### config.mk
export PLATFORM = sky130hd
export DESIGN_NAME = i2c_master_transfer_sequencer
export DESIGN_NICKNAME = d
export VERILOG_FILES = /design/src/sv/i2cmts_pkg.sv /design/src/sv/i2c_master_transfer_sequencer.sv
export SDC_FILE = /design/constraint.sdc
export NUM_CORES = 1
export LEC_CHECK = 0
export BUFFER_PORTS_ARGS = -buffer_cell sky130_fd_sc_hd__buf_2
export CAP_MARGIN = 40
export CORE_ASPECT_RATIO = 2
export CORE_MARGIN = 2
export CORE_UTILIZATION = 40
export CTS_CLUSTER_SIZE = 14
export DETAILED_ROUTE_END_ITERATION = 8
export GPL_ROUTABILITY_DRIVEN = 0
export SYNTH_ARGS = -nofsm -noshare
export SYNTH_HDL_FRONTEND = slang
export SYNTH_SLANG_ARGS = --single-unit
### constraint.sdc
create_clock -name clock -period 6.4 [get_ports clock]
set_clock_uncertainty 0.15 [all_clocks]
set_input_delay 0.64 -clock clock [delete_from_list [all_inputs] [get_ports clock]]
set_output_delay 0.64 -clock clock [all_outputs]
set_load 0.1 [all_outputs]
### src/sv/i2cmts_pkg.sv
// i2cmts_pkg: request codes, status codes and field types of the I2C
// master transfer sequencer
// no dependencies
package i2cmts_pkg;

   // request command codes
   typedef logic [1:0] cmd_type;
   localparam cmd_type CMD_START = 2'd0;
   localparam cmd_type CMD_LOAD  = 2'd1;
   localparam cmd_type CMD_EVENT = 2'd2;

   // result status codes
   typedef logic [1:0] status_type;
   localparam status_type STATUS_BUSY       = 2'd0;
   localparam status_type STATUS_OK         = 2'd1;
   localparam status_type STATUS_INCOMPLETE = 2'd2;
   localparam status_type STATUS_REJECTED   = 2'd3;

   // field types
   typedef logic [7:0] byte_type;
   typedef logic [9:0] addr_type;
   typedef logic [4:0] wcount_type;

   // 10-bit addressing header prefix and mask of the upper address bits
   localparam logic [6:0] TEN_BIT_PREFIX = 7'h78;
   localparam logic [1:0] TEN_BIT_HI_MASK = 2'h3;

   // starts counter saturation point
   localparam logic [1:0] STARTS_SAT = 2'd2;

endpackage

### src/sv/i2c_master_transfer_sequencer.sv
// i2c_master_transfer_sequencer: sequencer for one I2C master write-then-read
// transfer on top of a byte-level engine, with its transmit byte buffer
// depends on i2cmts_pkg
//
// Takes one request per clock and returns exactly one result for it, in the cycle
// after acceptance, held in an output register until taken; a new request is
// accepted whenever that register is empty or being taken in the same cycle.
// A start request sets up 7-bit or 10-bit addressing and the byte counts and
// writes the first address byte (both counts zero is rejected with status 3);
// load requests append bytes to a TX_DEPTH entry transmit buffer; event
// requests carry the engine flags and are handled as the engine interrupt
// service would, choosing the byte to write or the read to do and updating
// the control bits. The transmit buffer is a RAM with a registered read port
// that is kept one step ahead on the next send position, with bypass of a
// load to that same position, so the next byte to send is already registered.
// Sending a buffer entry never loaded gives an undefined byte.
module i2c_master_transfer_sequencer #(
   parameter int TX_DEPTH = 16,
   parameter int READ_MAX = 255
) (
   input  logic                    clock,
   input  logic                    reset,
   // request channel
   input  logic                    req_valid,
   output logic                    req_stall,
   input  i2cmts_pkg::cmd_type     req_command,
   input  logic                    req_ten_bit,
   input  i2cmts_pkg::addr_type    req_target_address,
   input  i2cmts_pkg::wcount_type  req_write_count,
   input  i2cmts_pkg::byte_type    req_read_count,
   input  i2cmts_pkg::byte_type    req_tx_byte,
   input  logic                    req_stop_flag,
   input  logic                    req_start_flag,
   input  logic                    req_nack_flag,
   input  logic                    req_byte_complete,
   input  i2cmts_pkg::byte_type    req_rx_byte,
   // result channel
   output logic                    rsp_valid,
   input  logic                    rsp_stall,
   output logic                    rsp_write_valid,
   output i2cmts_pkg::byte_type    rsp_write_byte,
   output logic                    rsp_read_strobe,
   output logic                    rsp_rx_valid,
   output i2cmts_pkg::byte_type    rsp_rx_data,
   output logic                    rsp_master_bit,
   output logic                    rsp_transmit_bit,
   output logic                    rsp_no_ack_bit,
   output logic                    rsp_repeat_start,
   output logic                    rsp_irq_enable,
   output logic                    rsp_done_res,
   output i2cmts_pkg::status_type  rsp_status
);
   import i2cmts_pkg::*;

   localparam int CW = $clog2(TX_DEPTH + 1);
   localparam int IW = (TX_DEPTH > 1) ? $clog2(TX_DEPTH) : 1;
   localparam int RW = $clog2(READ_MAX + 1);

   typedef enum logic [1:0] {
      HALT_RUN,
      HALT_STOPPED,
      HALT_NACK
   } halt_type;

   // handshake
   logic accept;

   // transfer state
   logic [CW-1:0] load_index_ff, load_index_in;
   logic [CW-1:0] send_index_ff, send_index_in;
   logic [CW-1:0] writes_left_ff, writes_left_in;
   logic [RW-1:0] reads_left_ff, reads_left_in;
   logic          second_addr_ff, second_addr_in;
   logic          readdress_ff, readdress_in;
   logic          turnaround_ff, turnaround_in;
   logic [6:0]    addr_first_ff, addr_first_in;
   byte_type      addr_second_ff, addr_second_in;
   halt_type      halt_ff, halt_in;
   logic [1:0]    starts_ff, starts_in;
   logic          master_ff, master_in;
   logic          transmit_ff, transmit_in;
   logic          no_ack_ff, no_ack_in;
   logic          irq_ff, irq_in;

   // result registers
   logic          rsp_valid_ff, rsp_valid_in;
   logic          wv_ff, wv_in;
   byte_type      wb_ff, wb_in;
   logic          rs_ff, rs_in;
   logic          rv_ff, rv_in;
   byte_type      rd_ff, rd_in;
   logic          rep_ff, rep_in;
   logic          done_ff, done_in;
   status_type    status_ff, status_in;

   // start decode helpers
   logic [31:0]   wc_ext;
   logic [31:0]   rc_ext;
   logic [31:0]   load_ext;
   logic [CW-1:0] wc_sat;
   logic [RW-1:0] rc_sat;
   logic          first_start;

   // transmit buffer
   byte_type      tx_buffer_ff [TX_DEPTH];
   byte_type      tx_rdata_ff;
   logic          tx_we;
   logic [IW-1:0] tx_waddr;
   logic [IW-1:0] tx_raddr;

   assign req_stall    = rsp_valid_ff & rsp_stall;
   assign accept       = req_valid & ~req_stall;
   assign rsp_valid_in = accept | (rsp_valid_ff & rsp_stall);

   // saturate the requested counts
   assign wc_ext   = {27'd0, req_write_count};
   assign rc_ext   = {24'd0, req_read_count};
   assign load_ext = 32'(load_index_ff);
   assign wc_sat   = (wc_ext > 32'(TX_DEPTH)) ? CW'(TX_DEPTH) : CW'(wc_ext);
   assign rc_sat   = (rc_ext > 32'(READ_MAX)) ? RW'(READ_MAX) : RW'(rc_ext);

   // buffer ports: write at the load position, read ahead at the next send position
   assign tx_we    = accept && (req_command == CMD_LOAD) && (load_ext < 32'(TX_DEPTH));
   assign tx_waddr = load_index_ff[IW-1:0];
   assign tx_raddr = send_index_in[IW-1:0];

   // request decode and next state
   always_comb begin
      load_index_in  = load_index_ff;
      send_index_in  = send_index_ff;
      writes_left_in = writes_left_ff;
      reads_left_in  = reads_left_ff;
      second_addr_in = second_addr_ff;
      readdress_in   = readdress_ff;
      turnaround_in  = turnaround_ff;
      addr_first_in  = addr_first_ff;
      addr_second_in = addr_second_ff;
      halt_in        = halt_ff;
      starts_in      = starts_ff;
      master_in      = master_ff;
      transmit_in    = transmit_ff;
      no_ack_in      = no_ack_ff;
      irq_in         = irq_ff;
      wv_in          = 1'b0;
      wb_in          = '0;
      rs_in          = 1'b0;
      rv_in          = 1'b0;
      rd_in          = '0;
      rep_in         = 1'b0;
      done_in        = 1'b0;
      status_in      = STATUS_BUSY;
      first_start    = 1'b0;

      if (accept) begin
         unique case (req_command)
            CMD_START: begin
               if ((req_write_count == '0) && (req_read_count == '0)) begin
                  done_in   = 1'b1;
                  status_in = STATUS_REJECTED;
               end else begin
                  writes_left_in = wc_sat;
                  reads_left_in  = rc_sat;
                  send_index_in  = '0;
                  load_index_in  = '0;
                  halt_in        = HALT_RUN;
                  turnaround_in  = (req_read_count != '0);
                  if (req_ten_bit) begin
                     second_addr_in = 1'b1;
                     readdress_in   = 1'b0;
                     addr_second_in = req_target_address[7:0];
                     addr_first_in  = TEN_BIT_PREFIX |
                                      {5'd0, req_target_address[9:8] & TEN_BIT_HI_MASK};
                     wb_in          = {addr_first_in, 1'b0};
                  end else begin
                     second_addr_in = 1'b0;
                     readdress_in   = (req_write_count != '0) && (req_read_count != '0);
                     addr_second_in = '0;
                     addr_first_in  = req_target_address[6:0];
                     wb_in          = {addr_first_in, (req_write_count == '0)};
                  end
                  wv_in       = 1'b1;
                  transmit_in = 1'b1;
                  irq_in      = 1'b1;
                  master_in   = 1'b1;
               end
            end
            CMD_LOAD: begin
               if (tx_we) begin
                  load_index_in = load_index_ff + CW'(1);
               end
            end
            CMD_EVENT: begin
               // stop ends the transfer and reports the outcome
               if (req_stop_flag) begin
                  starts_in = '0;
                  halt_in   = HALT_STOPPED;
                  irq_in    = 1'b0;
                  done_in   = 1'b1;
                  status_in = ((writes_left_ff != '0) || (reads_left_ff != '0)) ?
                              STATUS_INCOMPLETE : STATUS_OK;
               end
               // the first start of a transfer is only counted
               if (req_start_flag) begin
                  if (starts_in < STARTS_SAT) begin
                     starts_in = starts_in + 2'd1;
                  end
                  first_start = (starts_in <= 2'd1);
               end
               if (!first_start && (halt_in == HALT_RUN)) begin
                  // missing ack while transmitting halts the transfer
                  if (transmit_ff && req_nack_flag && req_byte_complete) begin
                     master_in   = 1'b0;
                     transmit_in = 1'b0;
                     halt_in     = HALT_NACK;
                  end
                  if (halt_in == HALT_RUN) begin
                     if (second_addr_ff) begin
                        second_addr_in = 1'b0;
                        if (reads_left_ff != '0) begin
                           readdress_in = 1'b1;
                        end
                        wv_in = 1'b1;
                        wb_in = addr_second_ff;
                        if ((writes_left_ff == '0) && (reads_left_ff != '0)) begin
                           rep_in    = 1'b1;
                           no_ack_in = 1'b1;
                        end
                     end else if (writes_left_ff != '0) begin
                        wv_in          = 1'b1;
                        wb_in          = tx_rdata_ff;
                        send_index_in  = send_index_ff + CW'(1);
                        writes_left_in = writes_left_ff - CW'(1);
                        if ((writes_left_in == '0) && (reads_left_ff != '0)) begin
                           rep_in    = 1'b1;
                           no_ack_in = 1'b1;
                        end
                     end else if (readdress_ff) begin
                        readdress_in = 1'b0;
                        wv_in        = 1'b1;
                        wb_in        = {addr_first_ff, 1'b1};
                     end else if (turnaround_ff) begin
                        // dummy read switches the engine to receive
                        turnaround_in = 1'b0;
                        transmit_in   = 1'b0;
                        rs_in         = 1'b1;
                        no_ack_in     = (reads_left_ff == RW'(1));
                     end else if (reads_left_ff != '0) begin
                        reads_left_in = reads_left_ff - RW'(1);
                        if (reads_left_in == '0) begin
                           transmit_in = 1'b1;
                           master_in   = 1'b0;
                        end
                        rs_in = 1'b1;
                        rv_in = 1'b1;
                        rd_in = req_rx_byte;
                        if (reads_left_in == RW'(1)) begin
                           no_ack_in = 1'b1;
                        end
                     end else begin
                        transmit_in = 1'b1;
                        master_in   = 1'b0;
                     end
                  end
               end
            end
            default: begin
            end
         endcase
      end
   end

   // state and result registers
   always_ff @(posedge clock) begin
      if (reset) begin
         load_index_ff  <= '0;
         send_index_ff  <= '0;
         writes_left_ff <= '0;
         reads_left_ff  <= '0;
         second_addr_ff <= 1'b0;
         readdress_ff   <= 1'b0;
         turnaround_ff  <= 1'b0;
         addr_first_ff  <= '0;
         addr_second_ff <= '0;
         halt_ff        <= HALT_RUN;
         starts_ff      <= '0;
         master_ff      <= 1'b0;
         transmit_ff    <= 1'b0;
         no_ack_ff      <= 1'b0;
         irq_ff         <= 1'b0;
         rsp_valid_ff   <= 1'b0;
      end else begin
         load_index_ff  <= load_index_in;
         send_index_ff  <= send_index_in;
         writes_left_ff <= writes_left_in;
         reads_left_ff  <= reads_left_in;
         second_addr_ff <= second_addr_in;
         readdress_ff   <= readdress_in;
         turnaround_ff  <= turnaround_in;
         addr_first_ff  <= addr_first_in;
         addr_second_ff <= addr_second_in;
         halt_ff        <= halt_in;
         starts_ff      <= starts_in;
         master_ff      <= master_in;
         transmit_ff    <= transmit_in;
         no_ack_ff      <= no_ack_in;
         irq_ff         <= irq_in;
         rsp_valid_ff   <= rsp_valid_in;
      end
      if (accept) begin
         wv_ff     <= wv_in;
         wb_ff     <= wb_in;
         rs_ff     <= rs_in;
         rv_ff     <= rv_in;
         rd_ff     <= rd_in;
         rep_ff    <= rep_in;
         done_ff   <= done_in;
         status_ff <= status_in;
      end
   end

   // transmit buffer with read-ahead and load bypass
   always_ff @(posedge clock) begin
      if (tx_we) begin
         tx_buffer_ff[tx_waddr] <= req_tx_byte;
      end
      if (tx_we && (tx_waddr == tx_raddr)) begin
         tx_rdata_ff <= req_tx_byte;
      end else begin
         tx_rdata_ff <= tx_buffer_ff[tx_raddr];
      end
   end

   // result outputs; control bits move only with an accepted request
   assign rsp_valid        = rsp_valid_ff;
   assign rsp_write_valid  = wv_ff;
   assign rsp_write_byte   = wb_ff;
   assign rsp_read_strobe  = rs_ff;
   assign rsp_rx_valid     = rv_ff;
   assign rsp_rx_data      = rd_ff;
   assign rsp_master_bit   = master_ff;
   assign rsp_transmit_bit = transmit_ff;
   assign rsp_no_ack_bit   = no_ack_ff;
   assign rsp_repeat_start = rep_ff;
   assign rsp_irq_enable   = irq_ff;
   assign rsp_done_res     = done_ff;
   assign rsp_status       = status_ff;

   // a result never writes and reads the engine data register together
   a_write_read_excl: assert property (@(posedge clock) disable iff (reset)
      rsp_valid_ff |-> !(wv_ff && rs_ff))
      else $error("write and read strobe in one result");

   // a delivered byte always comes with a data register read
   a_rx_needs_read: assert property (@(posedge clock) disable iff (reset)
      (rsp_valid_ff && rv_ff) |-> rs_ff)
      else $error("received byte without read strobe");

   // status is only reported with done
   a_status_busy: assert property (@(posedge clock) disable iff (reset)
      (rsp_valid_ff && !done_ff) |-> (status_ff == STATUS_BUSY))
      else $error("status set without done");

   // an accepted load into a non-full buffer advances the load position
   a_load_advance: assert property (@(posedge clock) disable iff (reset)
      tx_we |=> (load_index_ff == $past(load_index_ff) + CW'(1)))
      else $error("load position did not advance");

   // send position never runs past the buffer
   a_send_bound: assert property (@(posedge clock) disable iff (reset)
      32'(send_index_ff) <= 32'(TX_DEPTH))
      else $error("send position beyond buffer");

endmodule
After elaboration in Yosys (flattened, before gate mapping)
Memories as Yosys holds them, arrays and structs flattened. A register that Yosys moved wholly into a read port is not among the register bits.
Index checks and enable logic that the tools add are counted.

storage, ports and cells
  bits in writable memories = 128
  memories kept = 1
  bits in registers = 73

cells by class
  $add $sub $neg = 5
  $lt $le $gt $ge = 5
  multiplexer cells = 131
  equality and inequality tests = 20
  reductions and logical operators = 43
  bitwise operators = 9

memory list
  name          words  width  rd ports  clocked after memory_dff  write ports  RTL line                              source
  tx_buffer_ff  16     8      1         1                         1            i2c_master_transfer_sequencer.sv:105  byte_type tx_buffer_ff [TX_DEPTH];

operator list
  kind                 count
  $mux 8               17
  $mux 5               13
  $mux 1               64
  $mux 2               20
  $pmux 8 s2           2
  $pmux 5 s2           3
  $ne 2x2->1 const B   11
  $eq 8x1->1 const B   2
  $logic_not 8->1      2
  $pmux 1 s2           8
  $reduce_bool 8->1    2
  $logic_not 5->1      3
  $reduce_and 7->1     2
  $reduce_and 4->1     3
  $add 5x1->5 const B  2
  $reduce_and 10->1    1
  $reduce_bool 5->1    2
  $logic_and 1x1->1    9
  $reduce_and 3->1     3
  $reduce_and 9->1     1
  $gt 8x8->1 const B   1
  $pmux 2 s2           2
  $reduce_and 8->1     1
  $reduce_bool 4->1    2
  other kinds (26)     37

Longest topological paths before layout
Gate-level depths: netlist (run 1).

  depth in word-level cells = 23
  mapped depth = 10
  gate-level depth less buffers = 8

Least setup slack after synthesis (run 1)
OpenSTA, ideal clock, no wires.

  path kind = input port to flip-flop
  from = in req_stop_flag
  to = reg reads_left_ff[1]
  cell stages on the path = 8
  slack = 3.368 ns
  data arrival time = 2.815 ns
  cell sequence = buf_6 -> nand2b_1 -> ha_1 -> a2111o_1 -> or4_4 -> a211o_1 -> a211o_1 -> a21oi_2

between the ends
  longest elaborated chain between the ends = 16

RTL lines
  element                                    RTL line                                                                    source
  start: declaration                         i2c_master_transfer_sequencer.sv:32                                         input logic req_stop_flag,
  $mux 2                                     i2c_master_transfer_sequencer.sv:194                                        if (req_stop_flag) begin
  $mux 2                                     i2c_master_transfer_sequencer.sv:155                                        unique case (req_command)
  $mux 2                                     i2c_master_transfer_sequencer.sv:154                                        if (accept) begin
  $add 2x1->2 or $lt 2x2->1 (tied branches)  i2c_master_transfer_sequencer.sv:205, i2c_master_transfer_sequencer.sv:204
  $mux 2                                     i2c_master_transfer_sequencer.sv:204                                        if (starts_in < STARTS_SAT) begin
  $mux 2                                     i2c_master_transfer_sequencer.sv:203                                        if (req_start_flag) begin
  $mux 2                                     i2c_master_transfer_sequencer.sv:155
  $mux 2                                     i2c_master_transfer_sequencer.sv:154
  $le 2x1->1                                 i2c_master_transfer_sequencer.sv:207                                        first_start = (starts_in <= 2'd1);
  $mux 1                                     i2c_master_transfer_sequencer.sv:203
  $mux 1                                     i2c_master_transfer_sequencer.sv:155
  $mux 1                                     i2c_master_transfer_sequencer.sv:154
  $logic_not 1->1                            i2c_master_transfer_sequencer.sv:209                                        if (!first_start && (halt_in == HALT_RUN)) begin
  $logic_and 1x1->1                          i2c_master_transfer_sequencer.sv:209
  $ne 2x2->1 (no source line)                n/a
  $reduce_and 10->1 (no source line) *       n/a
  end signal: assignment                     i2c_master_transfer_sequencer.sv:295                                        reads_left_ff <= reads_left_in;
  end: declaration                           i2c_master_transfer_sequencer.sv:72                                         logic [RW-1:0] reads_left_ff, reads_left_in;

Every way passes the cells marked *; elsewhere a longest branch is shown, timed or not. The select of a mux whose other input is x is not followed.
A chain may end at the register's enable or synchronous reset.

Final worst setup path (run 1)
  from = reg reads_left_ff[0]
  to = reg reads_left_ff[2]

between the ends
  longest elaborated chain between the ends = 9

RTL lines
  element      RTL line                              source
  $sub 8x1->8  i2c_master_transfer_sequencer.sv:248  reads_left_in = reads_left_ff - RW'(1);
  $mux 8       i2c_master_transfer_sequencer.sv:247  end else if (reads_left_ff != '0) begin
  $mux 8       i2c_master_transfer_sequencer.sv:241  end else if (turnaround_ff) begin
  $mux 8       i2c_master_transfer_sequencer.sv:237  end else if (readdress_ff) begin
  $mux 8       i2c_master_transfer_sequencer.sv:228  end else if (writes_left_ff != '0) begin
  $mux 8       i2c_master_transfer_sequencer.sv:217  if (second_addr_ff) begin
  $mux 8       i2c_master_transfer_sequencer.sv:216  if (halt_in == HALT_RUN) begin
  $mux 8       i2c_master_transfer_sequencer.sv:209
  $pmux 8 s2   i2c_master_transfer_sequencer.sv:155

Parallel ways exist; a longest one is shown, timed or not. The select of a mux whose other input is x is not followed.

==> key figures, run 1 <==
Outcome
  • Status: finished, final reports clean

STA
  • Count of pins over their slew limit: 0
  • RSZ-0062 raised after global routing: false
  • Peak Freq: 321.0 MHz
  • Relative slew slack: 0.4393
  • Slew @ Worst Pin: 839.4 ps
  • Crit share post-route: 0.4867
  • Final hold violations: 0
  • Setup TNS: 0 ps
  • Min Tclk post-route: 3115 ps
  • Final setup viols: 0
  • PnR worst setup slack: ~3300 ps

Worst setup path
  • Worst path arrival time: about 3400 ps
  • Critical path capture point type: register
  • Crit path launch type: register
  • Crit Path Max Fanout: 9
  • Required time worst endpoint: 6640 ps
  • Crit Path Category: register to register

Synth
  • Post-synthesis register bit count: 204
  • Syn Std Cell Area: 8857 um^2
  • Yosys cell types: 57
  • Yosys warning count: 0
  • Area leader, netlist: edfxtp_1
  • Mapped Cells: 676
  • Post-synth EDFFs: 151
  • Async SR Flop Fraction: 0
  • Ys flop type: edfxtp_1
  • Sequential share of the synthesized area: 0.6317
  • Mapped Nets: 737
  • Syn avg cell area: roughly 13 um^2
  • Synth top area share: 0.5119
  • Top post-synthesis cells by area: edfxtp_1 51%, dfxtp_1 12%, mux4_2 8.1%

Clock tree
  • CTS tree: built
  • Clk slew on worst S/H paths: 70 ps
  • Clock Path Buffers: 3
  • # resized after CTS: 0
  • Post-CTS setup buffers: 0
  • Maximum level of the CTS H-tree: 1
  • CTS buffer count: 19
  • CTS Root Cell: clkbuf_16
  • Post-CTS Hold Fix Bufs: 0
  • Worst skew pair latency: 500 ps
  • CTS Sinks: around 200

Floorplan
  • Chip height: 214.4 um
  • Die W: 109.2 um
  • Total die area: 23,420 um^2
  • Boundary pin count: 79
  • Core area: about 22,000 um^2
  • Initial Util: 0.4032
  • Num rows: between 70 and 80

Place
  • Dpl hpwl: 16,900 um
  • Port bufs: between 70 and 80
  • Pre-CTS setup slack: around 3100 ps
  • Placed cell areas: 9701 um^2

Layout
  • Nets: 822
  • # fillers: 1,965
  • Most frequent cells in the layout: 151 x edfxtp_1, 78 x buf_2, 53 x nor2_1
  • Area Growth Syn to Fin: 15.91%
  • Final instance area: about 10,000 um^2
  • Share of cells above drive strength 1: 0.2274
  • Leading cell type in the layout, fill and taps excluded: edfxtp_1

Global route
  • First-pass GRT wire length: 35,760 um
  • Vias in the first global route: between 6,000 and 7,000
  • Initial antenna violation count: 1
  • Overflow after GRT: 0
  • Global Route Usage Sum: 0.2018
  • Largest net degree at the start of global routing: 44

Routing
  • DRT iter0 DRCs: 418
  • DR DRC count: 0
  • DRT Pass-1 Iters: 4
  • DR WL/cell: around 22 um
  • Routed Wire Length: 23,170 um
  • Post-route ant nets: 0
  • Number of vias per cell: 5.734
  • Via count: 6,026

Hold path
  • HP Class: input port to register

Power and ir drop
  • Max VDD drop: 0.1413 mV
  • P per Cell Area: 271.8 nW/um^2
  • Leak: 3.484 nW

Flow run
  • MaxCap Viol Count: 0
worst paths after layout:
check,endpoint,from,slack (ps),cells past startpoint
setup / recovery,reads_left_ff[2]$_SDFFE_PP0P_,reads_left_ff[0]$_SDFFE_PP0P_,3280,8
hold / removal,rsp_valid$_SDFF_PP0_,req_valid,220,3
setup reg to reg,reads_left_ff[2]$_SDFFE_PP0P_,reads_left_ff[0]$_SDFFE_PP0P_,3280,8
hold reg to reg,addr_second_ff[6]$_SDFFE_PP0P_,addr_second_ff[6]$_SDFFE_PP0P_,300,2
where the power goes:
group	switching, mW	internal (mW)	total (mW)
Clock	0.477	0.576	1.05
Sequential	0.0156	1.44	1.45
Combinational	0.207	0.0756	0.282
cell families (layout without fill, tap and decap cells):
kind of cell,count (synthesis),in the layout,share of synthesized area
AND/OR/NAND/NOR,207,207,0.1209
multiplexers,50,50,0.1017
other,0,1,0
flip-flops,204,204,0.6317
XOR/XNOR,3,3,0.002967
buffers and inverters,54,152,0.02444
AO/OA/AOI/OAI,147,147,0.1027
adder cells (fa/ha/maj),11,11,0.01554
layer usage:
layer / track usage / wire length [um]
met1: 0.1937 / 7762
met5: 0 / 0
met4: 0.1118 / 1250
met3: 0.02523 / 843
met2: 0.3932 / 13310
per-stage QoR:
| step | utilization | std cells | hold WS, ps | total power, mW |
|---|---|---|---|---|
| 2_1_floorplan | - | 676 | 278.7 | 1.668 |
| 3_3_place_gp | 0.4326 | 999 | 287.5 | 1.752 |
| 3_5_place_dp | 0.4416 | 1016 | 294.8 | 1.763 |
| 4_1_cts | 0.4672 | 1050 | 205.8 | 2.819 |
| 5_1_grt | 0.4674 | 1051 | 244.3 | 2.885 |
| 6_report | 0.4674 | 1051 | 220.3 | 2.790 |
worst max-delay path: stages, from the launching register on:
cell and delay [ps]:
dfxtp_1 420, inv_1 140, ha_1 320, or4b_2 690
nor2b_1 520, or4_4 230, a211o_1 280, nand2b_1 180
a21oi_1 70
sequential cells by signal (all words and copies together), names as in the netlist, 2 cells and up, named ones only:
name,count
addr_first_ff,7
send_index_ff,4
rsp_status,2
starts_ff,2
load_index_ff,5
writes_left_ff,5
reads_left_ff,8
tx_buffer_ff,128
rsp_write_byte,8
addr_second_ff,8
halt_ff,2
rsp_rx_data,8
Yosys cell counts, types with 2 or more instances:
cell      instances
a211o_1           2
a211oi_1         20
a21o_1            4
a21oi_1          46
a22oi_1           3
a31oi_1          13
and2_1            6
and3_1           11
buf_1             5
buf_2             5
clkbuf_1         30
dfxtp_1          53
edfxtp_1        151
ha_1             11
inv_1            13
mux2i_1          18
mux4_2           32
nand2_1          35
nand2b_1         14
nand3_1          13
nand3b_1          2
nand4_1           5
nor2_1           53
nor2b_1           8
nor3_1           31
nor4_1            7
nor4b_2           2
o21a_1            2
o21ai_0          34
o22ai_1           7
o31ai_1           2
or2_1             5
or2_2             2
or3_1             4
or4_1             3
or4b_2            2
xor2_1            2
area by class of cell:
cell class | instances | area [um^2] | share of cell area
diodes | 1 | 2.502 | 0.0002438
repair buffers | 105 | 664.4 | 0.06472
inverters | 13 | 48.80 | 0.004753
clock buffers | 28 | 529.3 | 0.05155
multi-input cells | 418 | 3045 | 0.2966
flip-flops and latches | 204 | 5597 | 0.5452
well taps | 276 | 345.3 | 0.03364
clock inverters | 6 | 33.78 | 0.003291
(Power assumes the default switching activity.)
==> inputs of run 2 (changes only) <==
==> constraint.sdc (replaced) <==
create_clock -name clock -period 2.75 [get_ports clock]
set_clock_uncertainty 0.15 [all_clocks]
set_input_delay 0.275 -clock clock [delete_from_list [all_inputs] [get_ports clock]]
set_output_delay 0.275 -clock clock [all_outputs]
set_load 0.1 [all_outputs]
==> run 2 against run 1 <==
Compared with the run above: worst hold slack lost 200 ps; cell area grew 4.1%; worst setup slack lost 3200 ps; register-to-register slack lost 3200 ps; critical path depth shrank 1; clock power grew 130%; sequential share of layout area shrank 2.1 points; cell count grew 3.9%; maximum frequency grew 19%; via count grew 3.2%; utilization grew 1.9 points; critical path type unchanged; largest cell class unchanged; largest power group unchanged; highest routed layer unchanged.
==> key figures, run 2 (same netlist as run 1, synthesis figures left out) <==
Routing
  • DR DRC count: 0 (unchanged)
  • DR WL/cell: 20.90 um (was 22.05 um)
  • Routed Wire Length: 22,820 um (was 23,170 um)
  • DRT Pass-1 Iters: 5 (was 4)
  • Number of vias per cell: 5.692 (was 5.734)
  • Post-route ant nets: 0 (unchanged)
  • DRT iter0 DRCs: 540 (was 418)
  • Via count: 6,216 (was 6,026)

Worst setup path
  • Worst path arrival time: 2900 ps (was 3350 ps)
  • Largest delay contributor family on the critical path: compound AO/OA/AOI/OAI gates (was simple AND/OR/NAND/NOR gates)
  • Crit Path Category: register to register (unchanged)
  • Worst path cell trace: nand2b_1 -> ha_1 -> a2111o_1 -> or4_4 -> a211o_4 -> a211o_1 -> a21oi_2 (was inv_1 -> ha_1 -> or4b_2 -> nor2b_1 -> or4_4 -> a211o_1 -> nand2b_1 -> a21oi_1)
  • CP max stage delay: 540 ps (was 690 ps)
  • Required time worst endpoint: 3020 ps (was 6640 ps)
  • Worst reg-to-reg setup slack: 130 ps (was 3280 ps)
  • Crit Path Max Fanout: 9 (unchanged)
  • Critical path capture point type: register (unchanged)
  • Worst path bufs/invs: 0 (was 1)
  • Crit path launch type: register (unchanged)
  • Worst path slowest cell: or4_4 (was or4b_2)

Power and ir drop
  • Clock share of power: 0.374 (was 0.378)
  • Comb power frac: 0.109 (was 0.101)
  • P per Cell Area: 612.4 nW/um^2 (was 271.8 nW/um^2)
  • Switching Share: 0.2478 (was 0.2508)
  • Max VDD drop: 0.3783 mV (was 0.1413 mV)
  • Switching pwr: 1.621 mW (was 699.6 uW)
  • Cell internal pwr: 4.921 mW (was 2.090 mW)
  • Seq pwr share: 0.517 (was 0.521)
  • Leak: 3.678 nW (was 3.484 nW)

Layout
  • Leading cell type in the layout, fill and taps excluded: edfxtp_1 (unchanged)
  • Finished Layout Cells: 1,092 (was 1,051)
  • Largest register FFs: 128 (unchanged)
  • Most flops, register: tx_buffer_ff (unchanged)
  • Diodes inserted: 0 (was 1)
  • Area Growth Syn to Fin: 20.61% (was 15.91%)
  • Post-layout util: 0.4863 (was 0.4674)
  • Nets: 864 (was 822)
  • Most frequent cells in the layout: 151 x edfxtp_1, 78 x buf_2, 52 x nor2_1, 52 x dfxtp_1, 46 x a21oi_1 (was 151 x edfxtp_1, 78 x buf_2, 53 x nor2_1)
  • Share of cells above drive strength 1: 0.2451 (was 0.2274)

Global route
  • Initial antenna violation count: 0 (was 1)
  • Largest net degree at the start of global routing: 45 (was 44)
  • Global Route Usage Sum: 0.1954 (was 0.2018)
  • Vias in the first global route: 6,534 (was 6,430)
  • First-pass GRT wire length: 35,020 um (was 35,760 um)
  • Overflow after GRT: 0 (unchanged)

Place
  • Dpl hpwl: 16,760 um (was 16,900 um)
  • Post-placement cell count: 1,035 (was 1,016)
  • Port bufs: 78 (unchanged)

Clock tree
  • CTS tree: built (unchanged)
  • CTS buffer count: 19 (unchanged)
  • Worst skew pair latency: 480 ps (was 500 ps)
  • CTS Root Cell: clkbuf_16 (unchanged)
  • Clk slew on worst S/H paths: 60 ps (was 70 ps)
  • Clock Path Buffers: 3 (unchanged)
  • CTS Sinks: 204 (unchanged)
  • Post-CTS setup buffers: 0 (unchanged)
  • Maximum level of the CTS H-tree: 1 (unchanged)

Floorplan
  • Num rows: 77 (unchanged)
  • Total die area: 23,420 um^2 (unchanged)
  • Boundary pin count: 79 (unchanged)
  • Chip height: 214.4 um (unchanged)
  • Die W: 109.2 um (unchanged)
  • Initial Util: 0.4032 (unchanged)
  • Core area: 21,970 um^2 (unchanged)

STA
  • Final hold violations: 0 (unchanged)
  • Relative slew slack: 0.4301 (was 0.4393)
  • Slew @ Worst Pin: 854.9 ps (was 839.4 ps)
  • Min Tclk post-route: 2624 ps (was 3115 ps)
  • Setup TNS: 0 ps (unchanged)
  • Crit share post-route: 0.9541 (was 0.4867)
  • RSZ-0062 raised after global routing: false (unchanged)
  • Count of pins over their slew limit: 0 (unchanged)
  • Peak Freq: 381.1 MHz (was 321.0 MHz)
  • Final setup viols: 0 (unchanged)

Hold path
  • HP Class: input port to register (unchanged)

Outcome
  • Status: finished, final reports clean (unchanged)

Flow run
  • MaxCap Viol Count: 0 (unchanged)
==> run 2: cell count changes in the layout (fill, tap and decap cells not counted), sizes merged <==
cell	before	now
dlygate4sd3	0	23
buf	105	124
inv	14	13
clkinv	4	1
clkbuf	28	31
clkinvlp	1	2
diode	1	0
==> run 2: final cells by class <==
cell class,instances,area (um^2)
inverter,13,52.55
tap,276,345.3
sequential,204,5597
fill,1946,11280
clock buffer,31,540.5
multi-input combinational,418,3094
clock inverter,3,25.02
timing repair buffer,147,1028
==> run 2: what timing repair did <==
item                                    in CTS  in global routing
endpoints found under the hold margin       23                  0
endpoints found under the setup margin       0                  8
gates resized for setup                      0                  6
hold buffers                                23                  0
==> run 2: worst reg2reg max path, stage by stage (launching register included) <==
cell and delay [ps]:
dfxtp_1 330, nand2b_1 60, ha_1 240, a2111o_1 420
or4_4 540, a211o_4 410, a211o_1 300, a21oi_2 120
==> run 2: final timing paths <==
check | startpoint | to | cells after the start
min reg2reg | addr_second_ff[1]$_SDFFE_PP0P_ | addr_second_ff[1]$_SDFFE_PP0P_ | 2
min | req_tx_byte[1] | tx_buffer_ff[7][1]$_DFFE_PP_ | 1
max reg2reg | starts_ff[0]$_SDFFE_PP0P_ | reads_left_ff[1]$_SDFFE_PP0P_ | 7
max | starts_ff[0]$_SDFFE_PP0P_ | reads_left_ff[1]$_SDFFE_PP0P_ | 7
==> run 2: per-stage QoR <==
step	area (um^2)	power, mW	setup slack (ps)	hold slack [ps]
final	10680	6.542	126.3	22.72
after global placement	9831	4.097	-37.52	288.4
after global routing	10680	6.756	2.267	26.61
after floorplan	8874	3.883	-167.0	223.9
after CTS	10650	6.582	85.76	13.59
after detailed placement	9851	4.118	-64.14	295.6
==> run 2: routing by layer <==
layer / GRT usage / vias to the layer above / part of all wire
met5: 0 / - / 0
met4: 0.07890 / 0 / 0.040
met1: 0.1879 / 3091 / 0.33
met3: 0.02249 / 67 / 0.035
met2: 0.3961 / 207 / 0.59
li1: - / 2851 / -
==> run 2: power groups by stage <==
stage | logic [mW] | registers [mW] | clock network [mW]
detailed placement | 0.671 | 3.45 | 0
global route | 0.760 | 3.38 | 2.61
floorplan | 0.279 | 3.60 | 0
finish | 0.711 | 3.38 | 2.45
global placement | 0.653 | 3.44 | 0
CTS | 0.699 | 3.38 | 2.50
==> inputs of run 3 (changes only) <==
--- a/config.mk
+++ b/config.mk
@@ -5,6 +5,7 @@
 export SDC_FILE = /design/constraint.sdc
 export NUM_CORES = 1
 export LEC_CHECK = 0
+export ABC_AREA = 1
 export BUFFER_PORTS_ARGS = -buffer_cell sky130_fd_sc_hd__buf_2
 export CAP_MARGIN = 40
 export CORE_ASPECT_RATIO = 2
@@ -13,6 +14,8 @@
 export CTS_CLUSTER_SIZE = 14
 export DETAILED_ROUTE_END_ITERATION = 8
 export GPL_ROUTABILITY_DRIVEN = 0
+export RECOVER_POWER = 100
+export SKIP_LAST_GASP = 1
 export SYNTH_ARGS = -nofsm -noshare
 export SYNTH_HDL_FRONTEND = slang
 export SYNTH_SLANG_ARGS = --single-unit
==> run 3 against run 2 <==
Compared with the run above: total power rose by 1.4%; area after synthesis grew 3.6%; critical endpoint is now req_stall; synthesized cell count is 34% higher; cell area fell by 1.1%; largest power group unchanged.
==> key figures, run 3 <==
STA
  • Final hold violations: 0 (unchanged)
  • Relative slew slack: 0.1828 (was 0.4301)
  • Crit share post-route: 0.8943 (was 0.9541)
  • Slew @ Worst Pin: 1231 ps (was 854.9 ps)
  • Min Tclk post-route: 2459 ps (was 2624 ps)
  • Count of pins over their slew limit: 0 (unchanged)
  • Hold_ws: 16.62 ps (was 22.72 ps)
  • Final setup viols: 0 (unchanged)
  • Peak Freq: 406.6 MHz (was 381.1 MHz)
  • RSZ-0062 raised after global routing: false (unchanged)

Routing
  • Via count: 6,979 (was 6,216)
  • Number of vias per cell: 5.360 (was 5.692)
  • DRT iter0 DRCs: 361 (was 540)
  • DRT Pass-1 Iters: 5 (unchanged)
  • Routed Wire Length: 25,960 um (was 22,820 um)
  • DR DRC count: 0 (unchanged)
  • DR WL/cell: 19.94 um (was 20.90 um)
  • Post-route ant nets: 0 (unchanged)

Global route
  • First-pass GRT wire length: 39,860 um (was 35,020 um)
  • Overflow after GRT: 0 (unchanged)
  • Largest net degree at the start of global routing: 69 (was 45)
  • Global Route Usage Sum: 0.2146 (was 0.1954)
  • Initial antenna violation count: 0 (unchanged)
  • Vias in the first global route: 7,238 (was 6,534)

Worst setup path
  • Crit path launch type: input port (was register)
  • Crit Path Max Fanout: 2 (was 9)
  • Critical path capture point type: primary output (was register)
  • CP max stage delay: 910 ps (was 540 ps)
  • Worst path arrival time: 2030 ps (was 2900 ps)
  • Crit Path Category: input port to primary output (was register to register)
  • Worst path slowest cell: clkbuf_1 (was or4_4)
  • Largest delay contributor family on the critical path: buffers and inverters (was compound AO/OA/AOI/OAI gates)
  • CP startpoint: rsp_stall (was starts_ff[0]$_SDFFE_PP0P_)
  • Worst path bufs/invs: 4 (was 0)
  • Required time worst endpoint: 2330 ps (was 3020 ps)
  • Worst path cell trace: dlygate4sd3_1 -> buf_2 -> nand2_1 -> inv_1 -> clkbuf_1 (was nand2b_1 -> ha_1 -> a2111o_1 -> or4_4 -> a211o_4 -> a211o_1 -> a21oi_2)
  • Startpoint of the worst-slack reg-to-reg timing path: writes_left_ff[0]$_SDFFE_PP0P_ (was starts_ff[0]$_SDFFE_PP0P_)

Synth
  • Post-synthesis register bit count: 204 (unchanged)
  • Yosys cell types: 48 (was 57)
  • Syn Std Cell Area: 9176 um^2 (was 8857 um^2)
  • Ys flop type: edfxtp_1 (unchanged)
  • Top post-synthesis cells by area: edfxtp_1 49%, dfxtp_1 12%, nand2_1 5.6% (was edfxtp_1 51%, dfxtp_1 12%, mux4_2 8.1%)
  • Mapped Nets: 968 (was 737)
  • Async SR Flop Fraction: 0 (unchanged)
  • Yosys warning count: 0 (unchanged)
  • Area leader, netlist: edfxtp_1 (unchanged)
  • Mapped Cells: 907 (was 676)
  • Post-synth top cells: 151 x edfxtp_1, 138 x nand2_1, 131 x nor2_1, 82 x o21ai_0, 55 x inv_1 (was 151 x edfxtp_1, 53 x dfxtp_1, 53 x nor2_1, 46 x a21oi_1, 35 x nand2_1)
  • Sequential share of the synthesized area: 0.6098 (was 0.6317)
  • Post-synth EDFFs: 151 (unchanged)
  • Syn avg cell area: 10.12 um^2 (was 13.10 um^2)
  • Top-count cell post-synth: edfxtp_1 (unchanged)
  • Synth top area share: 0.4941 (was 0.5119)

Power and ir drop
  • Power, Total: 6.631 mW (was 6.542 mW)
  • Leak: 3.815 nW (was 3.678 nW)
  • P per Cell Area: 627.6 nW/um^2 (was 612.4 nW/um^2)
  • Max VDD drop: 0.4891 mV (was 0.3783 mV)

Layout
  • Diodes inserted: 0 (unchanged)
  • Most frequent cells in the layout: 151 x edfxtp_1, 141 x nand2_1, 134 x nor2_1 (was 151 x edfxtp_1, 78 x buf_2, 52 x nor2_1, 52 x dfxtp_1, 46 x a21oi_1)
  • # fillers: 2,207 (was 1,946)
  • Largest register FFs: 128 (unchanged)
  • Most flops, register: tx_buffer_ff (unchanged)
  • Final instance area: 10,570 um^2 (was 10,680 um^2)
  • Leading cell type in the layout, fill and taps excluded: edfxtp_1 (unchanged)
  • Finished Layout Cells: 1,302 (was 1,092)
  • Area Growth Syn to Fin: 15.13% (was 20.61%)
  • FF+latch area: 5597 um^2 (unchanged)
  • Share of cells above drive strength 1: 0.1272 (was 0.2451)
  • Nets: 1,071 (was 864)
  • Multi-input logic area: 3069 um^2 (was 3094 um^2)

Clock tree
  • Worst skew pair latency: 490 ps (was 480 ps)
  • CTS Sinks: 204 (unchanged)
  • Maximum level of the CTS H-tree: 1 (unchanged)
  • Clock Path Buffers: 3 (unchanged)
  • CTS buffer count: 19 (unchanged)
  • Post-CTS setup buffers: 0 (unchanged)
  • CTS Root Cell: clkbuf_16 (unchanged)
  • CTS tree: built (unchanged)
  • Clk slew on worst S/H paths: 70 ps (was 60 ps)

Hold path
  • Min-delay src: req_command[0] (was req_tx_byte[1])
  • HP Class: input port to register (unchanged)

Floorplan
  • Num rows: 78 (was 77)
  • Core area: 22,640 um^2 (was 21,970 um^2)
  • Initial Util: 0.4053 (was 0.4032)
  • Total die area: 24,240 um^2 (was 23,420 um^2)
  • Boundary pin count: 79 (unchanged)
  • Die W: 111.1 um (was 109.2 um)
  • Chip height: 218.2 um (was 214.4 um)

Outcome
  • Status: finished, final reports clean (unchanged)

Place
  • Dpl hpwl: 18,720 um (was 16,760 um)
  • Placed cell areas: 9943 um^2 (was 9851 um^2)
  • Post-placement cell count: 1,249 (was 1,035)
  • Port bufs: 78 (unchanged)

Flow run
  • MaxCap Viol Count: 0 (unchanged)
==> run 3: changes by cell type after synthesis, moves of 26 or more <==
cell	previous run	this run
nand2_1	35	138
nor3_1	31	5
o21ai_0	34	82
nor2_1	53	131
inv_1	13	55
mux4_2	32	0
==> run 3: worst reg2reg max path, stage by stage, from the launching register on <==
cell and delay [ps]:
dfxtp_1 350, inv_1 80, ha_1 240, nand3_1 340, inv_1 160, nand2_1 180, nor2_4 90, a22oi_1 290
nand2_1 90, nand2_1 60, nand2_1 60
==> run 3: through the flow <==
step                      worst slack, ps    util  TNS [ps]
final                               290.8  0.4666         0
after global routing                204.6  0.4666         0
after CTS                           552.6  0.4733         0
after detailed placement            541.9  0.4392         0
after global placement              574.7  0.4392         0
after floorplan                    -66.27       -     -6361
==> run 3: logic make-up (layout without fill, tap and decap cells) <==
family,count (synthesis),count (layout),share of synthesized area
AO/OA/AOI/OAI,216,216,0.1402
XOR/XNOR,2,2,0.001909
adder cells (fa/ha/maj),11,11,0.01500
buffers and inverters,111,226,0.05058
flip-flops,204,204,0.6098
AND/OR/NAND/NOR,363,363,0.1826
==> run 3: area by class of cell <==
type / count / area share
sequential: 204 / 0.5297
tap: 280 / 0.03316
clock buffer: 29 / 0.05246
inverter: 74 / 0.02688
multi-input combinational: 592 / 0.2905
timing repair buffer: 119 / 0.06549
clock inverter: 4 / 0.001776
==> run 3: layer usage <==
metal | track usage | part of all wire
met3 | 0.02302 | 0.035
met2 | 0.4431 | 0.58
met5 | 0 | 0
met1 | 0.1937 | 0.32
met4 | 0.1292 | 0.059
==> run 3: timing repair <==
item,4_1_cts,5_1_grt
endpoints found under the hold margin,19,0
hold buffers,20,0
resized for setup,0,0
==> run 3: report_power, final <==
part	internal (mW)	leakage (nW)	switching (mW)
Sequential	3.35	1.81	0.0371
Clock	1.39	0.282	1.10
Combinational	0.174	1.72	0.570
Total	4.92	3.81	1.71
==> run 3: worst paths after layout <==
path / slack (ps) / endpoint / depth (start not counted)
setup reg to reg: 390 / rsp_write_byte[4]$_DFFE_PP_ / 10
hold / removal: 20 / load_index_ff[0]$_SDFFE_PP0P_ / 3
hold reg to reg: 320 / starts_ff[0]$_SDFFE_PP0P_ / 2
setup / recovery: 290 / req_stall / 5
